File: src/hdl/sdtq_pkg.sv
// ----------------------------------------------------------------------------
// sdtq_pkg
// Operation codes and fixed field widths of the sorted deadline timer queue.
// ----------------------------------------------------------------------------
package sdtq_pkg;

   localparam int ID_BITS   = 5;
   localparam int SEC_BITS  = 16;
   localparam int USEC_BITS = 20;
   localparam int NOW_BITS  = 48;
   localparam int WAIT_BITS = 48;

   typedef enum logic [1:0] {
      OP_ADD    = 2'd0,
      OP_DELETE = 2'd1,
      OP_QUERY  = 2'd2,
      OP_CHECK  = 2'd3
   } op_type;

   // usec / 1000 as (usec * RECIP_1000) >> RECIP_SHIFT, exact for 20-bit usec
   localparam int            RECIP_SHIFT = 30;
   localparam logic [20:0]   RECIP_1000  = 21'd1073742;
   localparam logic [9:0]    MS_PER_SEC  = 10'd1000;

endpackage

File: src/hdl/sorted_deadline_timer_queue_top.sv
// ----------------------------------------------------------------------------
// sorted_deadline_timer_queue_top
// Timer queue kept as a deadline-sorted chain in a one-port-read,
// one-port-write memory; add, delete, query and expiry check by timer id.
// ----------------------------------------------------------------------------
// Usage: send one command word on the req_ channel (operation in req_tuser,
// timer id, delay and current time in req_tdata). Add, delete and query
// return one response word; check returns one word per expired timer in
// deadline order (or one word with tuser low if nothing expired), with
// rsp_tlast on the final word. Every word carries the wait to the new head.
// The chain is walked one entry at a time through the memory's registered
// read port; the time to the first response word grows with each entry
// walked, compared or shifted: add and delete search for the id, then shift
// the chain; check scans the expired prefix, emits it and compacts it.
// Commands are taken one at a time; req_tready is high only when the block
// is idle. A response waits in the output register while rsp_tready is low
// and no further word is loaded until it is taken. Reset empties the queue
// at once (the entry count is cleared, memory contents need no clearing).
// ----------------------------------------------------------------------------
module sorted_deadline_timer_queue_top #(
   parameter int NUM_TIMERS = 32,
   parameter int TIME_BITS  = 48
) (
   input  logic        clock,
   input  logic        reset,
   input  logic        req_tvalid,
   output logic        req_tready,
   // timer_id[4:0], delay_sec[20:5], delay_usec[40:21], now_ms[88:41]
   input  logic [95:0] req_tdata,
   // operation[1:0]
   input  logic [1:0]  req_tuser,
   output logic        rsp_tvalid,
   input  logic        rsp_tready,
   // expired_id[4:0], is_armed[5], head_valid[6], head_wait_ms[54:7]
   output logic [55:0] rsp_tdata,
   // expired_valid[0]
   output logic        rsp_tuser,
   output logic        rsp_tlast
);
   import sdtq_pkg::*;

   localparam int PW = (NUM_TIMERS > 1) ? $clog2(NUM_TIMERS) : 1;
   localparam int CW = $clog2(NUM_TIMERS + 1);
   localparam int EW = ID_BITS + TIME_BITS;
   localparam int WB = (TIME_BITS > NOW_BITS) ? TIME_BITS : NOW_BITS;
   localparam logic [TIME_BITS-1:0] TMAX = {TIME_BITS{1'b1}};
   localparam logic [CW-1:0] FULL = CW'(NUM_TIMERS);

   localparam logic [4:0] S_IDLE    = 5'd0;
   localparam logic [4:0] S_CALC    = 5'd1;
   localparam logic [4:0] S_PREP    = 5'd2;
   localparam logic [4:0] S_FIND_RD = 5'd3;
   localparam logic [4:0] S_FIND_EV = 5'd4;
   localparam logic [4:0] S_REM_RD  = 5'd5;
   localparam logic [4:0] S_REM_WR  = 5'd6;
   localparam logic [4:0] S_INS     = 5'd7;
   localparam logic [4:0] S_INS_RD  = 5'd8;
   localparam logic [4:0] S_INS_EV  = 5'd9;
   localparam logic [4:0] S_HEAD_RD = 5'd10;
   localparam logic [4:0] S_HEAD_EV = 5'd11;
   localparam logic [4:0] S_OUT     = 5'd12;
   localparam logic [4:0] S_CHK_RD  = 5'd13;
   localparam logic [4:0] S_CHK_EV  = 5'd14;
   localparam logic [4:0] S_EM_RD   = 5'd15;
   localparam logic [4:0] S_EM_EV   = 5'd16;

   // chain memory, position 0 is the head
   logic [EW-1:0] mem [NUM_TIMERS];
   logic [EW-1:0] rd_q;
   logic          rd_en, wr_en;
   logic [PW-1:0] rd_addr, wr_addr;
   logic [EW-1:0] wr_data;

   always_ff @(posedge clock) begin
      if (wr_en) begin
         mem[wr_addr] <= wr_data;
      end
      if (rd_en) begin
         rd_q <= mem[rd_addr];
      end
   end

   logic [ID_BITS-1:0]   rd_id;
   logic [TIME_BITS-1:0] rd_dl;
   assign rd_id = rd_q[EW-1 -: ID_BITS];
   assign rd_dl = rd_q[TIME_BITS-1:0];

   logic [4:0]           state_ff, state_in;
   op_type               op_ff, op_in;
   logic [ID_BITS-1:0]   id_ff, id_in;
   logic [SEC_BITS-1:0]  sec_ff, sec_in;
   logic [USEC_BITS-1:0] usec_ff, usec_in;
   logic [TIME_BITS-1:0] now_ff, now_in;
   logic [25:0]          sec_ms_ff, sec_ms_in;
   logic [10:0]          usec_ms_ff, usec_ms_in;
   logic [TIME_BITS-1:0] dl_ff, dl_in;
   logic [CW-1:0]        cnt_ff, cnt_in;
   logic [CW-1:0]        idx_ff, idx_in;
   logic [CW-1:0]        sh_ff, sh_in;
   logic [CW-1:0]        k_ff, k_in;
   logic                 arm_ff, arm_in;
   logic                 hv_ff, hv_in;
   logic [WAIT_BITS-1:0] wait_ff, wait_in;

   logic                 ov_ff, ov_in;
   logic                 o_ev_ff, o_ev_in;
   logic [ID_BITS-1:0]   o_id_ff, o_id_in;
   logic                 o_arm_ff, o_arm_in;
   logic                 o_hv_ff, o_hv_in;
   logic [WAIT_BITS-1:0] o_wait_ff, o_wait_in;
   logic                 o_last_ff, o_last_in;

   logic                 ld_ok;
   logic [WB-1:0]        now_w;
   logic [40:0]          usec_prod;
   logic [26:0]          delay_ms;
   logic [TIME_BITS:0]   dl_sum;
   logic [CW:0]          src;
   logic [WAIT_BITS-1:0] rd_wait;

   assign ld_ok     = !ov_ff || rsp_tready;
   assign now_w     = WB'(req_tdata[88:41]);
   assign usec_prod = 41'(usec_ff) * 41'(RECIP_1000);
   assign delay_ms  = 27'(sec_ms_ff) + 27'(usec_ms_ff);
   assign dl_sum    = {1'b0, now_ff} + (TIME_BITS+1)'(delay_ms);
   assign src       = {1'b0, idx_ff} + {1'b0, sh_ff};
   assign rd_wait   = (rd_dl <= now_ff) ? WAIT_BITS'(1) : WAIT_BITS'(rd_dl - now_ff);

   always_comb begin
      state_in   = state_ff;
      op_in      = op_ff;
      id_in      = id_ff;
      sec_in     = sec_ff;
      usec_in    = usec_ff;
      now_in     = now_ff;
      sec_ms_in  = sec_ms_ff;
      usec_ms_in = usec_ms_ff;
      dl_in      = dl_ff;
      cnt_in     = cnt_ff;
      idx_in     = idx_ff;
      sh_in      = sh_ff;
      k_in       = k_ff;
      arm_in     = arm_ff;
      hv_in      = hv_ff;
      wait_in    = wait_ff;
      ov_in      = ov_ff && !rsp_tready;
      o_ev_in    = o_ev_ff;
      o_id_in    = o_id_ff;
      o_arm_in   = o_arm_ff;
      o_hv_in    = o_hv_ff;
      o_wait_in  = o_wait_ff;
      o_last_in  = o_last_ff;
      rd_en      = 1'b0;
      rd_addr    = idx_ff[PW-1:0];
      wr_en      = 1'b0;
      wr_addr    = idx_ff[PW-1:0];
      wr_data    = {id_ff, dl_ff};

      unique case (state_ff)
         S_IDLE: begin
            if (req_tvalid) begin
               op_in   = op_type'(req_tuser);
               id_in   = req_tdata[4:0];
               sec_in  = req_tdata[20:5];
               usec_in = req_tdata[40:21];
               now_in  = (now_w > WB'(TMAX)) ? TMAX : TIME_BITS'(now_w);
               state_in = S_CALC;
            end
         end
         S_CALC: begin
            sec_ms_in  = 26'(sec_ff) * 26'(MS_PER_SEC);
            usec_ms_in = usec_prod[RECIP_SHIFT +: 11];
            state_in   = S_PREP;
         end
         S_PREP: begin
            dl_in  = (dl_sum > {1'b0, TMAX}) ? TMAX : dl_sum[TIME_BITS-1:0];
            idx_in = '0;
            arm_in = 1'b0;
            state_in = (op_ff == OP_CHECK) ? S_CHK_RD : S_FIND_RD;
         end
         S_FIND_RD: begin
            if (idx_ff == cnt_ff) begin
               // id not in the chain
               priority if (op_ff == OP_ADD) state_in = S_INS;
               else state_in = S_HEAD_RD;
            end else begin
               rd_en    = 1'b1;
               state_in = S_FIND_EV;
            end
         end
         S_FIND_EV: begin
            if (rd_id == id_ff) begin
               sh_in = CW'(1);
               priority if (op_ff == OP_QUERY) begin
                  arm_in   = 1'b1;
                  state_in = S_HEAD_RD;
               end else begin
                  state_in = S_REM_RD;
               end
            end else begin
               idx_in   = idx_ff + CW'(1);
               state_in = S_FIND_RD;
            end
         end
         S_REM_RD: begin
            // pull entries down by sh positions
            if (src >= {1'b0, cnt_ff}) begin
               cnt_in = cnt_ff - sh_ff;
               priority if (op_ff == OP_ADD) state_in = S_INS;
               else if (op_ff == OP_CHECK) state_in = S_IDLE;
               else state_in = S_HEAD_RD;
            end else begin
               rd_en    = 1'b1;
               rd_addr  = src[PW-1:0];
               state_in = S_REM_WR;
            end
         end
         S_REM_WR: begin
            wr_en    = 1'b1;
            wr_data  = rd_q;
            idx_in   = idx_ff + CW'(1);
            state_in = S_REM_RD;
         end
         S_INS: begin
            if (cnt_ff == FULL) begin
               arm_in   = 1'b0;
               state_in = S_HEAD_RD;
            end else begin
               arm_in   = 1'b1;
               idx_in   = cnt_ff;
               state_in = S_INS_RD;
            end
         end
         S_INS_RD: begin
            if (idx_ff == '0) begin
               wr_en    = 1'b1;
               cnt_in   = cnt_ff + CW'(1);
               state_in = S_HEAD_RD;
            end else begin
               rd_en    = 1'b1;
               rd_addr  = PW'(idx_ff - CW'(1));
               state_in = S_INS_EV;
            end
         end
         S_INS_EV: begin
            wr_en = 1'b1;
            if (rd_dl > dl_ff) begin
               wr_data  = rd_q;
               idx_in   = idx_ff - CW'(1);
               state_in = S_INS_RD;
            end else begin
               cnt_in   = cnt_ff + CW'(1);
               state_in = S_HEAD_RD;
            end
         end
         S_HEAD_RD: begin
            rd_en    = 1'b1;
            rd_addr  = '0;
            state_in = S_HEAD_EV;
         end
         S_HEAD_EV: begin
            hv_in    = (cnt_ff != '0);
            wait_in  = (cnt_ff != '0) ? rd_wait : '0;
            state_in = S_OUT;
         end
         S_OUT: begin
            if (ld_ok) begin
               ov_in     = 1'b1;
               o_ev_in   = 1'b0;
               o_id_in   = '0;
               o_arm_in  = arm_ff;
               o_hv_in   = hv_ff;
               o_wait_in = wait_ff;
               o_last_in = 1'b1;
               state_in  = S_IDLE;
            end
         end
         S_CHK_RD: begin
            if (idx_ff == cnt_ff) begin
               k_in     = idx_ff;
               hv_in    = 1'b0;
               wait_in  = '0;
               idx_in   = '0;
               state_in = (idx_ff == '0) ? S_OUT : S_EM_RD;
            end else begin
               rd_en    = 1'b1;
               state_in = S_CHK_EV;
            end
         end
         S_CHK_EV: begin
            if (rd_dl <= now_ff) begin
               idx_in   = idx_ff + CW'(1);
               state_in = S_CHK_RD;
            end else begin
               // first live entry becomes the new head
               k_in     = idx_ff;
               hv_in    = 1'b1;
               wait_in  = rd_wait;
               idx_in   = '0;
               state_in = (idx_ff == '0) ? S_OUT : S_EM_RD;
            end
         end
         S_EM_RD: begin
            rd_en    = 1'b1;
            state_in = S_EM_EV;
         end
         S_EM_EV: begin
            if (ld_ok) begin
               ov_in     = 1'b1;
               o_ev_in   = 1'b1;
               o_id_in   = rd_id;
               o_arm_in  = 1'b0;
               o_hv_in   = hv_ff;
               o_wait_in = wait_ff;
               o_last_in = (idx_ff + CW'(1) == k_ff);
               if (idx_ff + CW'(1) == k_ff) begin
                  idx_in   = '0;
                  sh_in    = k_ff;
                  state_in = S_REM_RD;
               end else begin
                  idx_in   = idx_ff + CW'(1);
                  state_in = S_EM_RD;
               end
            end
         end
         default: begin
            state_in = S_IDLE;
         end
      endcase
   end

   always_ff @(posedge clock) begin
      if (reset) begin
         state_ff <= S_IDLE;
         cnt_ff   <= '0;
         ov_ff    <= 1'b0;
      end else begin
         state_ff <= state_in;
         cnt_ff   <= cnt_in;
         ov_ff    <= ov_in;
      end
      op_ff      <= op_in;
      id_ff      <= id_in;
      sec_ff     <= sec_in;
      usec_ff    <= usec_in;
      now_ff     <= now_in;
      sec_ms_ff  <= sec_ms_in;
      usec_ms_ff <= usec_ms_in;
      dl_ff      <= dl_in;
      idx_ff     <= idx_in;
      sh_ff      <= sh_in;
      k_ff       <= k_in;
      arm_ff     <= arm_in;
      hv_ff      <= hv_in;
      wait_ff    <= wait_in;
      o_ev_ff    <= o_ev_in;
      o_id_ff    <= o_id_in;
      o_arm_ff   <= o_arm_in;
      o_hv_ff    <= o_hv_in;
      o_wait_ff  <= o_wait_in;
      o_last_ff  <= o_last_in;
   end

   assign req_tready = (state_ff == S_IDLE);
   assign rsp_tvalid = ov_ff;
   assign rsp_tdata  = {1'b0, o_wait_ff, o_hv_ff, o_arm_ff, o_id_ff};
   assign rsp_tuser  = o_ev_ff;
   assign rsp_tlast  = o_last_ff;

endmodule
File: config.mk
export PLATFORM = sky130hd
export DESIGN_NAME = sorted_deadline_timer_queue_top
export DESIGN_NICKNAME = d
export VERILOG_FILES = /design/src/hdl/sdtq_pkg.sv /design/src/hdl/sorted_deadline_timer_queue_top.sv
export SDC_FILE = /design/constraint.sdc
export NUM_CORES = 2
export LEC_CHECK = 0
export BUFFER_PORTS_ARGS = -buffer_cell sky130_fd_sc_hd__buf_2
export CAP_MARGIN = 20
export CORE_ASPECT_RATIO = 0.5
export CORE_MARGIN = 3
export CORE_UTILIZATION = 40
export DETAILED_ROUTE_END_ITERATION = 8
export PLACE_DENSITY = 0.57
export SYNTH_ARGS = -nofsm -noshare
export SYNTH_HDL_FRONTEND = slang
export SYNTH_SLANG_ARGS = --single-unit
File: constraint.sdc
create_clock -name clock -period 8.1 [get_ports clock]
set_input_delay 1.62 -clock clock [delete_from_list [all_inputs] [get_ports clock]]
set_output_delay 1.62 -clock clock [all_outputs]
set_load 0.1 [all_outputs]
==> reports/results.ini <==
[run_status]
status = finished, final reports clean

[place]
port_buffers = 153
dpl.hpwl_mm = 151.4
gp_congestion = 0.8407

[global_route]
grt_max_degree = 168
track_usage_pct = 21.59
grt_pass1_wl_mm = 381.7
antenna_found_initial = 0
grt_remaining_overflow = 0
grt_pass1_vias = 54890

[synthesis]
syn_nets = 7770
synth_edf_count = 2047
netlist_instances = 7130
asyncSetResetFlopFracSynth_pct = 0
yosysUniqueCellTypes = 78
synth_seq_area_share_pct = 66.19
syn_area_sq_mm = 0.09322
synthFlopType = edfxtp_1
avgSynthCellArea_sq_um = 13.07
ys_ff_latch = 2059
yosys_warnings = 0

[worst_setup_path]
cp_slowest_cell = nor2_4
r2r_start = idx_ff[0]$_DFFE_PP_
slowest_delay_ns = 0.90
end_kind = flop
cp_top_family = simple AND/OR/NAND/NOR gates
worst-path-buf-inv = 2
worstPathArrival_ns = 6.61
path_class = reg -> reg
crit_fanout = 53
critPathCapture = rd_q[3]$_DFFE_PP_
cp-startpoint = idx_ff[0]$_DFFE_PP_
worst_r2r_endpoint = rd_q[3]$_DFFE_PP_
rr_worst_depth = 16
critPathLaunchType = flop
cp_num_cells = 16
worst-r2r-setup-slack_ns = 2.02
crit_required_ns = 8.63
cp_cell_sequence = ha_1 > fa_1 > a21o_1 > a21oi_1 > xor2_1 > inv_1 > ha_1 > nand3_1 > o22ai_1 > nor2_1 > a221o_1 > nor2_4 > buf_12 > nand3_1 > nand4_1 > nand4_1

[clock_network]
htreeDepth = 4
cts_tree = built
numClockSinks = 2059
postCtsSetupBuffers = 0
cts.repair.resized = 0
clkLatencyLatePin_ns = 0.86
cts-root-buf = clkbuf_16
clk_pin_slew_ns = 0.07
clock_path_buffers = 4
holdBufCountCts = 0
cts_buffers = 194

[sta]
hold_viol_final = 0
maxSlewHeadroom_pct = 23.52
slew_viol_final = 0
hold_ws_ns = 0.4018
worst_pin_slew_ns = 1.144
fin_crit_ns = 6.081
setup_viol = 0
tns_ns = 0
fin_worst_skew_ns = 0.08020
rsz0062_at_grt = no
period_share_pct = 75.07
timing.fmax_ghz = 0.1645

[routing]
wl_per_cell_microns = 25.24
wl_met2_mm = 117.9
initialDrtViolationCount = 6435
wl_mm = 263.8
wl_met3_mm = 19.37
first_pass_iters = 6
top_layer_used = met4
num_vias = 58450
postRouteAntennaNets = 0
wl_met1_mm = 120.5
routed_via_density = 5.593
drc = 0

[power]
leakage_nw = 36.83
vdd_ir_drop_max_uv = 335.8
p_clk_share_pct = 30.3
p_int_w = 0.02000
finalPower_w = 0.02883
pwr-share-comb_pct = 26.3
p_sw_w = 0.008830
p_per_area_mw_per_mm2 = 278.1
p_sw_share_pct = 30.63
pwr-share-seq_pct = 43.4

[final_layout]
antenna_cells = 0
final_layout_size_suffix_gt1_share_pct = 9.153
nets = 7857
syn_to_final_growth_pct = 11.20
utilization_pct = 45.05

[hold_path]
hold_class = reg -> reg

[floorplanning]
core_area_sq_mm = 0.2301
io_pins = 162
dieArea_sq_mm = 0.2392
start_util_pct = 40.52
fp.dieH_microns = 347.4
rows = 124
die_w_microns = 688.7

[flow_run]
maxCapViolations = 0

-- stage by stage --
stage	setup WS (ns)	cell area, sq um	instances
after detailed placement	2.052	97820	10110
after global routing	1.678	103700	10450
after floorplan	1.450	93220	7130
after global placement	2.073	97800	10110
after CTS	2.037	103600	10450
final	2.019	103700	10450
-- worst reg2reg max path, cell delays in order, from the launching register on --
cell	delay, ns
edfxtp_1	0.67
ha_1	0.36
fa_1	0.41
a21o_1	0.19
a21oi_1	0.17
xor2_1	0.23
inv_1	0.07
ha_1	0.30
nand3_1	0.08
o22ai_1	0.58
nor2_1	0.28
a221o_1	0.53
nor2_4	0.90
buf_12	0.45
nand3_1	0.19
nand4_1	0.20
nand4_1	0.19
-- worst min path at each step --
stage,from,end,slack (ns),depth (start not counted)
finish,wait_ff[18]$_DFFE_PP_,o_wait_ff[18]$_DFFE_PP_,0.40,0
detailed placement,wait_ff[17]$_DFFE_PP_,o_wait_ff[17]$_DFFE_PP_,0.40,0
floorplan,hv_ff$_DFFE_PP_,o_hv_ff$_DFFE_PP_,0.40,0
global placement,wait_ff[36]$_DFFE_PP_,o_wait_ff[36]$_DFFE_PP_,0.40,0
CTS,wait_ff[18]$_DFFE_PP_,o_wait_ff[18]$_DFFE_PP_,0.40,0
global route,wait_ff[18]$_DFFE_PP_,o_wait_ff[18]$_DFFE_PP_,0.41,0
-- routing by layer --
metal / vias to the layer above / track usage, %
li1: 26290 / -
met1: 29600 / 32.48
met2: 2254 / 33.26
met3: 317 / 2.999
met4: 0 / 4.883
met5: - / 0
-- Yosys cell counts, types with 5 or more instances --
cell,number,area share (%)
a21boi_0,5,0.040
buf_2,189,1.0
a32oi_1,157,1.5
ha_1,387,5.2
and3_1,22,0.15
a21o_1,59,0.48
mux2_2,65,0.79
a41oi_1,6,0.056
mux2i_1,168,1.8
nand2_1,1505,6.1
nor4_1,15,0.10
dfxtp_1,12,0.26
fa_1,151,3.2
o21a_1,13,0.10
buf_1,9,0.036
o31ai_1,8,0.064
o22ai_1,8,0.054
inv_1,363,1.5
a2111oi_0,6,0.056
o21bai_1,18,0.14
a31oi_1,75,0.50
nand2b_1,24,0.16
buf_4,17,0.14
nor2_1,205,0.83
a211oi_1,30,0.24
o21ai_0,86,0.46
xor2_1,61,0.57
nand4_1,296,2.0
nor2b_1,24,0.16
and2_1,26,0.17
edfxtp_1,2047,66
or3_1,11,0.074
nand3_1,514,2.8
xnor2_1,72,0.68
a21oi_1,146,0.78
a22oi_1,6,0.048
clkbuf_1,176,0.71
o211ai_1,18,0.14
a221oi_1,8,0.075
nor3_1,47,0.25
-- layout make-up --
cell class	instances	area (sq um)
clock buffer	249	5146
clock inverter	94	680.7
fill	20560	126400
inverter	363	1363
multi-input combinational	4312	28710
sequential	2059	61710
tap	3087	3862
timing repair buffer	287	2195
-- placed cells by master (no fill, tap or decap), drive strengths merged, types with 47 or more instances in the layout --
master / instances
ha: 387
mux2i: 168
nand2: 1505
nand3: 514
a32oi: 157
inv: 369
edfxtp: 2047
o21ai: 87
clkinv: 76
a31oi: 77
nor2: 205
xnor2: 72
clkbuf: 250
mux2: 65
nor3: 47
nand4: 296
a21o: 59
fa: 151
xor2: 61
a21oi: 147
buf: 286
-- kinds of logic (layout without fill, tap and decap cells) --
| group | Yosys count | in the layout | synth area share, % |
|---|---|---|---|
| AND/OR/NAND/NOR | 2718 | 2718 | 12.97 |
| flip-flops | 2059 | 2059 | 66.19 |
| buffers and inverters | 759 | 993 | 3.406 |
| AO/OA/AOI/OAI | 689 | 689 | 5.146 |
| adder cells (fa/ha/maj) | 538 | 538 | 8.437 |
| multiplexers | 233 | 233 | 2.589 |
| XOR/XNOR | 133 | 133 | 1.250 |
| other | 1 | 1 | 0.004023 |
-- state kept, by name (all words and copies together), names as in the netlist, 6 cells and up --
name,flops
sec_ff,16
sh_ff,6
idx_ff,6
sec_ms_ff,23
now_ff,48
rd_q,53
mem,1696
wait_ff,48
dl_ff,48
o_wait_ff,48
usec_ff,20
usec_ms_ff,11
cnt_ff,6
k_ff,6
-- power by group through the flow --
stage	logic, W	registers [W]	clock network [W]
6_report	0.00759	0.0125	0.00873
5_1_grt	0.00868	0.0125	0.00933
4_1_cts	0.00763	0.0125	0.00889
3_5_place_dp	0.00756	0.0127	0
3_3_place_gp	0.00753	0.0127	0
2_1_floorplan	0.00561	0.0126	0
No activity file was read; power rests on OpenSTA's default activity.
